`config.mk`:
```
export PLATFORM = sky130hd
export DESIGN_NAME = stepper_step_dir_pulse_generator
export DESIGN_NICKNAME = d
export VERILOG_FILES = /design/src/hdl/sdpg_pkg.sv /design/src/hdl/sdpg_engine.sv /design/src/hdl/stepper_step_dir_pulse_generator.sv
export SDC_FILE = /design/constraint.sdc
export NUM_CORES = 2
export LEC_CHECK = 0
export BUFFER_PORTS_ARGS = -buffer_cell sky130_fd_sc_hd__buf_2
export CAP_MARGIN = 20
export CELL_PAD_IN_SITES_DETAIL_PLACEMENT = 1
export CELL_PAD_IN_SITES_GLOBAL_PLACEMENT = 2
export CORE_MARGIN = 1
export CORE_UTILIZATION = 44
export CTS_CLUSTER_SIZE = 16
export DETAILED_ROUTE_END_ITERATION = 8
export GPL_ROUTABILITY_DRIVEN = 0
export PLACE_DENSITY = 0.88
export SLEW_MARGIN = 5
export SYNTH_ARGS = -nofsm -noshare
export SYNTH_HDL_FRONTEND = slang
export SYNTH_SLANG_ARGS = --single-unit
```
`constraint.sdc`:
```
create_clock -name clk -period 13.14 [get_ports clk]
set_input_delay 3.285 -clock clk [delete_from_list [all_inputs] [get_ports clk]]
set_output_delay 3.285 -clock clk [all_outputs]
set_load 0.01 [all_outputs]
```
`src/hdl/sdpg_pkg.sv`:
```
// Shared types and constants for the stepper step/direction pulse generator.
// Depends on nothing; every other file of the block imports it.
`default_nettype none

package sdpg_pkg;

    // Width of the tick frequency register and its value after reset.
    localparam int unsigned TICK_FREQ_W = 20;
    localparam logic [TICK_FREQ_W-1:0] TICK_FREQ_RESET = 20'd10000;

    // Width of the remaining step counter.
    localparam int unsigned COUNT_W = 48;

    // Command kinds carried in the kind field of a command word.
    localparam logic [1:0] KIND_TICK  = 2'd0;
    localparam logic [1:0] KIND_MOVE  = 2'd1;
    localparam logic [1:0] KIND_GOTO  = 2'd2;
    localparam logic [1:0] KIND_PAUSE = 2'd3;

    // Motion phase, one-hot.
    typedef enum logic [2:0] {
        PH_IDLE   = 3'b001,
        PH_ASSERT = 3'b010,
        PH_STEP   = 3'b100
    } phase_t;

    // Motion direction codes.
    typedef enum logic [1:0] {
        DIR_PAUSED = 2'b00,
        DIR_FWD    = 2'b01,
        DIR_BACK   = 2'b11
    } dir_t;

    // One command word.
    typedef struct packed {
        logic [1:0]         kind;
        logic signed [31:0] amount;
        logic [15:0]        rate;
    } cmd_word_t;

    // One result word.
    typedef struct packed {
        logic               step_level;
        logic               direction_level;
        logic               finished;
        logic               running;
        logic signed [31:0] position;
    } rsp_word_t;

endpackage

`default_nettype wire

```
`src/hdl/sdpg_engine.sv`:
```
// Motion state and its update for one command word.
// Depends on sdpg_pkg for the word types, phase and direction codes.
`default_nettype none

module sdpg_engine (
    input  wire logic                           clk,
    input  wire logic                           rst_n,
    input  wire logic                           fire,
    input  wire sdpg_pkg::cmd_word_t            item,
    input  wire logic [sdpg_pkg::TICK_FREQ_W-1:0] tick_freq,
    output sdpg_pkg::rsp_word_t                 result
);
    import sdpg_pkg::*;

    phase_t                 phase_reg, phase_next;
    dir_t                   dir_reg, dir_next;
    logic [COUNT_W-1:0]     remaining_reg, remaining_next;
    logic [31:0]            position_reg, position_next;
    logic [31:0]            acc_reg, acc_next;
    logic [TICK_FREQ_W-1:0] inc_reg, inc_next;
    logic                   step_pin_reg, step_pin_next;
    logic                   dir_pin_reg, dir_pin_next;
    logic                   finished;

    logic [32:0]        acc_sum;
    logic [31:0]        acc_sat;
    logic [31:0]        thresh;
    logic [32:0]        amount_ext;
    logic [32:0]        move_mag;
    logic [32:0]        goto_diff;
    logic [32:0]        goto_mag;
    logic signed [48:0] pause_prod;
    logic [COUNT_W-1:0] pause_count;

    always_comb
    begin
        // Saturating accumulator add and the threshold it is compared against.
        acc_sum = {1'b0, acc_reg} + {{(33-TICK_FREQ_W){1'b0}}, inc_reg};
        acc_sat = acc_sum[32] ? 32'hFFFF_FFFF : acc_sum[31:0];
        thresh  = {{(32-TICK_FREQ_W){1'b0}}, tick_freq};

        // Step counts for the three commands.
        amount_ext  = {item.amount[31], item.amount};
        move_mag    = item.amount[31] ? (33'd0 - amount_ext) : amount_ext;
        goto_diff   = amount_ext - {position_reg[31], position_reg};
        goto_mag    = goto_diff[32] ? (33'd0 - goto_diff) : goto_diff;
        pause_prod  = item.amount * $signed({1'b0, item.rate});
        pause_count = pause_prod[48] ? '0 : pause_prod[COUNT_W-1:0];
    end

    always_comb
    begin
        phase_next     = phase_reg;
        dir_next       = dir_reg;
        remaining_next = remaining_reg;
        position_next  = position_reg;
        acc_next       = acc_reg;
        inc_next       = inc_reg;
        step_pin_next  = step_pin_reg;
        dir_pin_next   = dir_pin_reg;
        finished       = 1'b0;

        if (fire)
        begin
            case (item.kind)
                KIND_TICK:
                begin
                    case (phase_reg)
                        PH_IDLE:
                        begin
                        end
                        PH_ASSERT:
                        begin
                            dir_pin_next = (dir_reg == DIR_FWD);
                            phase_next   = PH_STEP;
                        end
                        PH_STEP:
                        begin
                            if (remaining_reg == '0)
                            begin
                                phase_next    = PH_IDLE;
                                step_pin_next = 1'b0;
                                finished      = 1'b1;
                            end
                            else if (step_pin_reg)
                            begin
                                // A high step pin is always followed by a low tick.
                                acc_next      = acc_sat;
                                step_pin_next = 1'b0;
                            end
                            else if (acc_sat >= thresh)
                            begin
                                acc_next       = acc_sat - thresh;
                                step_pin_next  = (dir_reg != DIR_PAUSED);
                                remaining_next = remaining_reg - COUNT_W'(1);
                                if (dir_reg == DIR_FWD)
                                begin
                                    position_next = position_reg + 32'd1;
                                end
                                else if (dir_reg == DIR_BACK)
                                begin
                                    position_next = position_reg - 32'd1;
                                end
                            end
                            else
                            begin
                                acc_next = acc_sat;
                            end
                        end
                        default:
                        begin
                            phase_next = PH_IDLE;
                        end
                    endcase
                end
                KIND_MOVE, KIND_GOTO:
                begin
                    if (item.kind == KIND_MOVE)
                    begin
                        dir_next       = item.amount[31] ? DIR_BACK : DIR_FWD;
                        remaining_next = {{(COUNT_W-33){1'b0}}, move_mag};
                    end
                    else
                    begin
                        dir_next       = goto_diff[32] ? DIR_BACK : DIR_FWD;
                        remaining_next = {{(COUNT_W-33){1'b0}}, goto_mag};
                    end
                    step_pin_next = 1'b0;
                    acc_next      = '0;
                    inc_next      = {{(TICK_FREQ_W-16){1'b0}}, item.rate};
                    phase_next    = PH_ASSERT;
                end
                KIND_PAUSE:
                begin
                    phase_next     = PH_STEP;
                    dir_next       = DIR_PAUSED;
                    dir_pin_next   = 1'b0;
                    acc_next       = '0;
                    inc_next       = tick_freq;
                    remaining_next = pause_count;
                end
                default:
                begin
                end
            endcase
        end
    end

    always_ff @(posedge clk or negedge rst_n)
    begin
        if (!rst_n)
        begin
            phase_reg     <= PH_IDLE;
            dir_reg       <= DIR_FWD;
            remaining_reg <= '0;
            position_reg  <= '0;
            acc_reg       <= '0;
            inc_reg       <= '0;
            step_pin_reg  <= 1'b0;
            dir_pin_reg   <= 1'b0;
        end
        else
        begin
            phase_reg     <= phase_next;
            dir_reg       <= dir_next;
            remaining_reg <= remaining_next;
            position_reg  <= position_next;
            acc_reg       <= acc_next;
            inc_reg       <= inc_next;
            step_pin_reg  <= step_pin_next;
            dir_pin_reg   <= dir_pin_next;
        end
    end

    always_comb
    begin
        result.step_level      = step_pin_next;
        result.direction_level = dir_pin_next;
        result.finished        = finished;
        result.running         = (phase_next != PH_IDLE);
        result.position        = position_next;
    end

endmodule

`default_nettype wire

```
`src/hdl/stepper_step_dir_pulse_generator.sv`:
```
// Top level of the stepper step/direction pulse generator: handshake stages
// and the tick frequency register. Depends on sdpg_pkg and sdpg_engine.
//
// The block takes one command word per clock cycle while the result side is
// not stalled, and returns exactly one result word for each. A word goes into
// an input register, the motion engine updates its state from it once the
// output register can take a result, and the result (pin levels, finished
// flag, running flag and position after that word) lands in an output
// register. Words are ticks, relative moves, absolute gotos or timed pauses;
// a new command replaces one in progress. The tick frequency register sets
// the accumulator threshold and should be written only while no word is in
// flight. The throughput of one word per cycle is set by the engine updating
// its state from each word as it fires.
`default_nettype none

module stepper_step_dir_pulse_generator (
    input  wire logic                             clk,
    input  wire logic                             rst_n,
    input  wire logic                             cmd_valid,
    output logic                                  cmd_stall,
    input  wire sdpg_pkg::cmd_word_t              cmd_word,
    output logic                                  rsp_valid,
    input  wire logic                             rsp_stall,
    output sdpg_pkg::rsp_word_t                   rsp_word,
    input  wire logic                             cfg_wr_en,
    input  wire logic [sdpg_pkg::TICK_FREQ_W-1:0] cfg_wr_data
);
    import sdpg_pkg::*;

    // Input stage.
    cmd_word_t cmd_reg;
    logic      cmd_valid_reg, cmd_valid_next;

    // Output stage.
    rsp_word_t rsp_reg;
    logic      rsp_valid_reg, rsp_valid_next;

    logic [TICK_FREQ_W-1:0] tick_freq_reg;

    logic      rsp_free;
    logic      fire;
    logic      cmd_take;
    rsp_word_t result;

    // The output register can take a new result when it is empty or its
    // word is leaving in this cycle. The held command moves into the engine
    // exactly then, and the input register frees up for the next word.
    assign rsp_free  = !rsp_valid_reg || !rsp_stall;
    assign fire      = cmd_valid_reg && rsp_free;
    assign cmd_stall = cmd_valid_reg && !rsp_free;
    assign cmd_take  = cmd_valid && !cmd_stall;

    always_comb
    begin
        if (cmd_take)
        begin
            cmd_valid_next = 1'b1;
        end
        else if (fire)
        begin
            cmd_valid_next = 1'b0;
        end
        else
        begin
            cmd_valid_next = cmd_valid_reg;
        end
        rsp_valid_next = fire || (rsp_valid_reg && rsp_stall);
    end

    always_ff @(posedge clk or negedge rst_n)
    begin
        if (!rst_n)
        begin
            cmd_valid_reg <= 1'b0;
            rsp_valid_reg <= 1'b0;
            tick_freq_reg <= TICK_FREQ_RESET;
        end
        else
        begin
            cmd_valid_reg <= cmd_valid_next;
            rsp_valid_reg <= rsp_valid_next;
            if (cfg_wr_en)
            begin
                tick_freq_reg <= cfg_wr_data;
            end
        end
    end

    // Payload registers carry no reset.
    always_ff @(posedge clk)
    begin
        if (cmd_take)
        begin
            cmd_reg <= cmd_word;
        end
        if (fire)
        begin
            rsp_reg <= result;
        end
    end

    sdpg_engine u_engine (
        .clk       (clk),
        .rst_n     (rst_n),
        .fire      (fire),
        .item      (cmd_reg),
        .tick_freq (tick_freq_reg),
        .result    (result)
    );

    assign rsp_valid = rsp_valid_reg;
    assign rsp_word  = rsp_reg;

endmodule

`default_nettype wire

```
==> metrics.txt <==
worst-path cell chain nand2_1, fa_1, inv_1, fa_1, fa_1, fa_1, fa_1, inv_1, fa_1, inv_1, ha_1, a21oi_1, o211ai_1, a41oi_1, inv_1, o21ai_0, a21oi_1, or2_2, o211ai_1, buf_4, and2_1, a22oi_1, a21oi_1, a2bb2oi_1; dpl hpwl 89,400 microns; maximum clock path buffer count 3; status finished, violations left; adder-cell area share of the yosys netlist 34.3%; Clock transition at path regs 0.07 ns; Final min period 8.14 ns; leading cell type in the layout, fill and taps excluded inv_1; die area 82,700 sq um; top cell family by delay on the critical path adder cells; share of cells above drive strength 1 6.72%; die width 288 microns; Vias 30,100; max FFs per register 50; CP max FO 20; clk_lat worst skew 0.60 ns; Die Height 288 microns; mapped cell area 35,900 sq um; CTS root buf clkbuf_16; Compound-Gate Fraction of Synth Area 13.6%; Post-Syn Nets 4,963; largest net degree at the start of global routing 66; port bufs 112; first-pass GRT wire length 187,000 microns; largest family of logic cells by synthesized area adder cells; leading area contributor after synthesis fa_1; Critical path origin cmd_reg[29]; TritonCTS clock tree done; RR Startpoint cmd_reg[29]; # placed instances 5,230; setup tns final 0 ns; share of async-settable or async-resettable flops after synthesis 65.2%; critical path class reg2reg; Final Hold Violating Endpoints 0; hold path start u_engine.acc_reg[17]; EDFF count, synth 86; cts bufs inserted 28; Hold-fix buffers, CTS 0; Critical Path RT 13.66 ns; DR iter-0 viols 1,775; Tcrit/Tclk final 61.9%; CP Launch Type flip-flop; CP max-delay cell edfxtp_1; Ports 113; critical path's largest stage delay 1.13 ns; clock sink total 247; DRT antenna net count 0; mux contribution to synthesized area 1.05%; Buffers & Inverters on Critical Path 5; final instance area 38,500 sq um; antenna violations before repair 1; most frequent cells in the layout 694 x inv_1, 579 x nand2_1, 492 x fa_1; DRC violations left 16; row cnt 104; register area share after synthesis 18.4%; Tot GR Track Use 28.9%; Hold WC Path Type reg2reg; Setup Skew 0.0217 ns; most frequent CP cell fa_1; post-synthesis register bit count 247; core area 80,700 sq um; Post-Synthesis Cells 4,199; Synthesis Warnings 0; Mean Syn Cell Area 8.55 sq um; ranking of synthesized cells by area fa_1 27%, dfrtp_1 11%, inv_1 7.3%; failing checks DRC; XOR/XNOR Fraction of Synth Area 4.90%; Worst Tran Pin Value 1.18 ns; Yosys top cell area share 27.4%; Max transition margin 21.6%; DRT Wirelength 117,000 microns; post-CTS setup buffers 0; f_max 123 MHz; Critical Path AT 8.66 ns; Max-cap violations 0; routed vias/inst 5.70; RSZ-0062 raised after global routing false; fin cells 5,285; post-cts sizing count 0; type of destination of the critical path flip-flop; vias in the first global route 32,800; Pre-Repair DR Iteration Count 9; Placement Cell Area 37,500 sq um; Initial Util 44.5%; area delta synth->final 7.31%; Routed WL per cell 22.2 microns; prevailing post-synth register cell dfrtp_1; Final Core Density 47.8%; post-synth cell types 87; setup violators final 0; Max Slew Vio Count 0; nets 4,966; post-synthesis simple-gate area fraction 18.3%; GRT Residual Overflow 0; CTS H-tree lvls 1
-- cell usage after synthesis (all sizes together), types with 12 or more instances --
cell type / count
a21oi: 191
xor2: 68
ha: 197
dfrtp: 154
a211oi: 19
mux2i: 33
and3: 20
o31ai: 26
or2: 22
o21a: 27
a31oi: 31
nand2b: 22
nand2: 581
a21o: 52
edfxtp: 86
clkbuf: 184
nand4: 37
buf: 19
nor4: 32
xnor2: 133
nand3: 65
o21bai: 12
o211ai: 33
nor2b: 18
fa: 492
a221oi: 16
or3: 28
o21ai: 242
nor3: 79
nor2: 164
and2: 226
inv: 695
or4: 26
-- area by class of cell --
cell class,instances,area [sq um]
antenna,1,2.50
clock buffer,32,737
clock inverter,20,274
fill,9657,42200
inverter,696,2610
multi-input combinational,3053,25900
sequential,247,6620
tap,1060,1330
timing repair buffer,176,1040
-- metrics by stage --
| stage | hold slack (ns) | setup slack, ns |
|---|---|---|
| floorplan | 0.450 | 5.68 |
| finish | 0.493 | 5.00 |
| detailed placement | 0.477 | 5.16 |
| global route | 0.523 | 4.69 |
| global placement | 0.469 | 5.29 |
| CTS | 0.495 | 5.10 |
-- layer usage --
metal  routed length, microns  track usage (%)
met5                        0                0
met4                     3010             7.34
met3                     5020             2.96
met2                    57500             49.5
met1                    51600             38.8
-- worst register-to-register path, stage by stage, from the launching register on --
cell	delay, ns
edfxtp_1	1.13
nand2_1	0.22
fa_1	0.58
inv_1	0.05
fa_1	0.48
fa_1	0.63
fa_1	0.46
fa_1	0.52
inv_1	0.05
fa_1	0.47
inv_1	0.04
ha_1	0.34
a21oi_1	0.21
o211ai_1	0.16
a41oi_1	0.29
inv_1	0.06
o21ai_0	0.46
a21oi_1	0.15
or2_2	0.33
o211ai_1	0.18
buf_4	0.29
and2_1	0.46
a22oi_1	0.16
a21oi_1	0.18
a2bb2oi_1	0.17
-- kinds of logic after synthesis --
kind of cell | Yosys count
xor gates and xnor gates | 201
DFF | 247
buffers and inverters | 899
muxes | 37
adders and majority gates | 689
AOI/OAI and AO/OA | 774
and+or+nand+nor | 1352
-- path summary, 6_finish.rpt --
path	end	slack [ns]	cells after the start
setup reg to reg	u_engine.remaining_reg[12]	5.00	24
min in group asynchronous	u_engine.acc_reg[14]	2.62	1
setup / recovery	u_engine.remaining_reg[12]	5.00	24
hold / removal	u_engine.acc_reg[17]	0.49	2
max in group asynchronous	u_engine.remaining_reg[32]	8.52	3
hold reg to reg	u_engine.acc_reg[17]	0.49	2
Power is not shown: default switching activity piles up to over one toggle a cycle in this logic, so the estimate is an artifact.
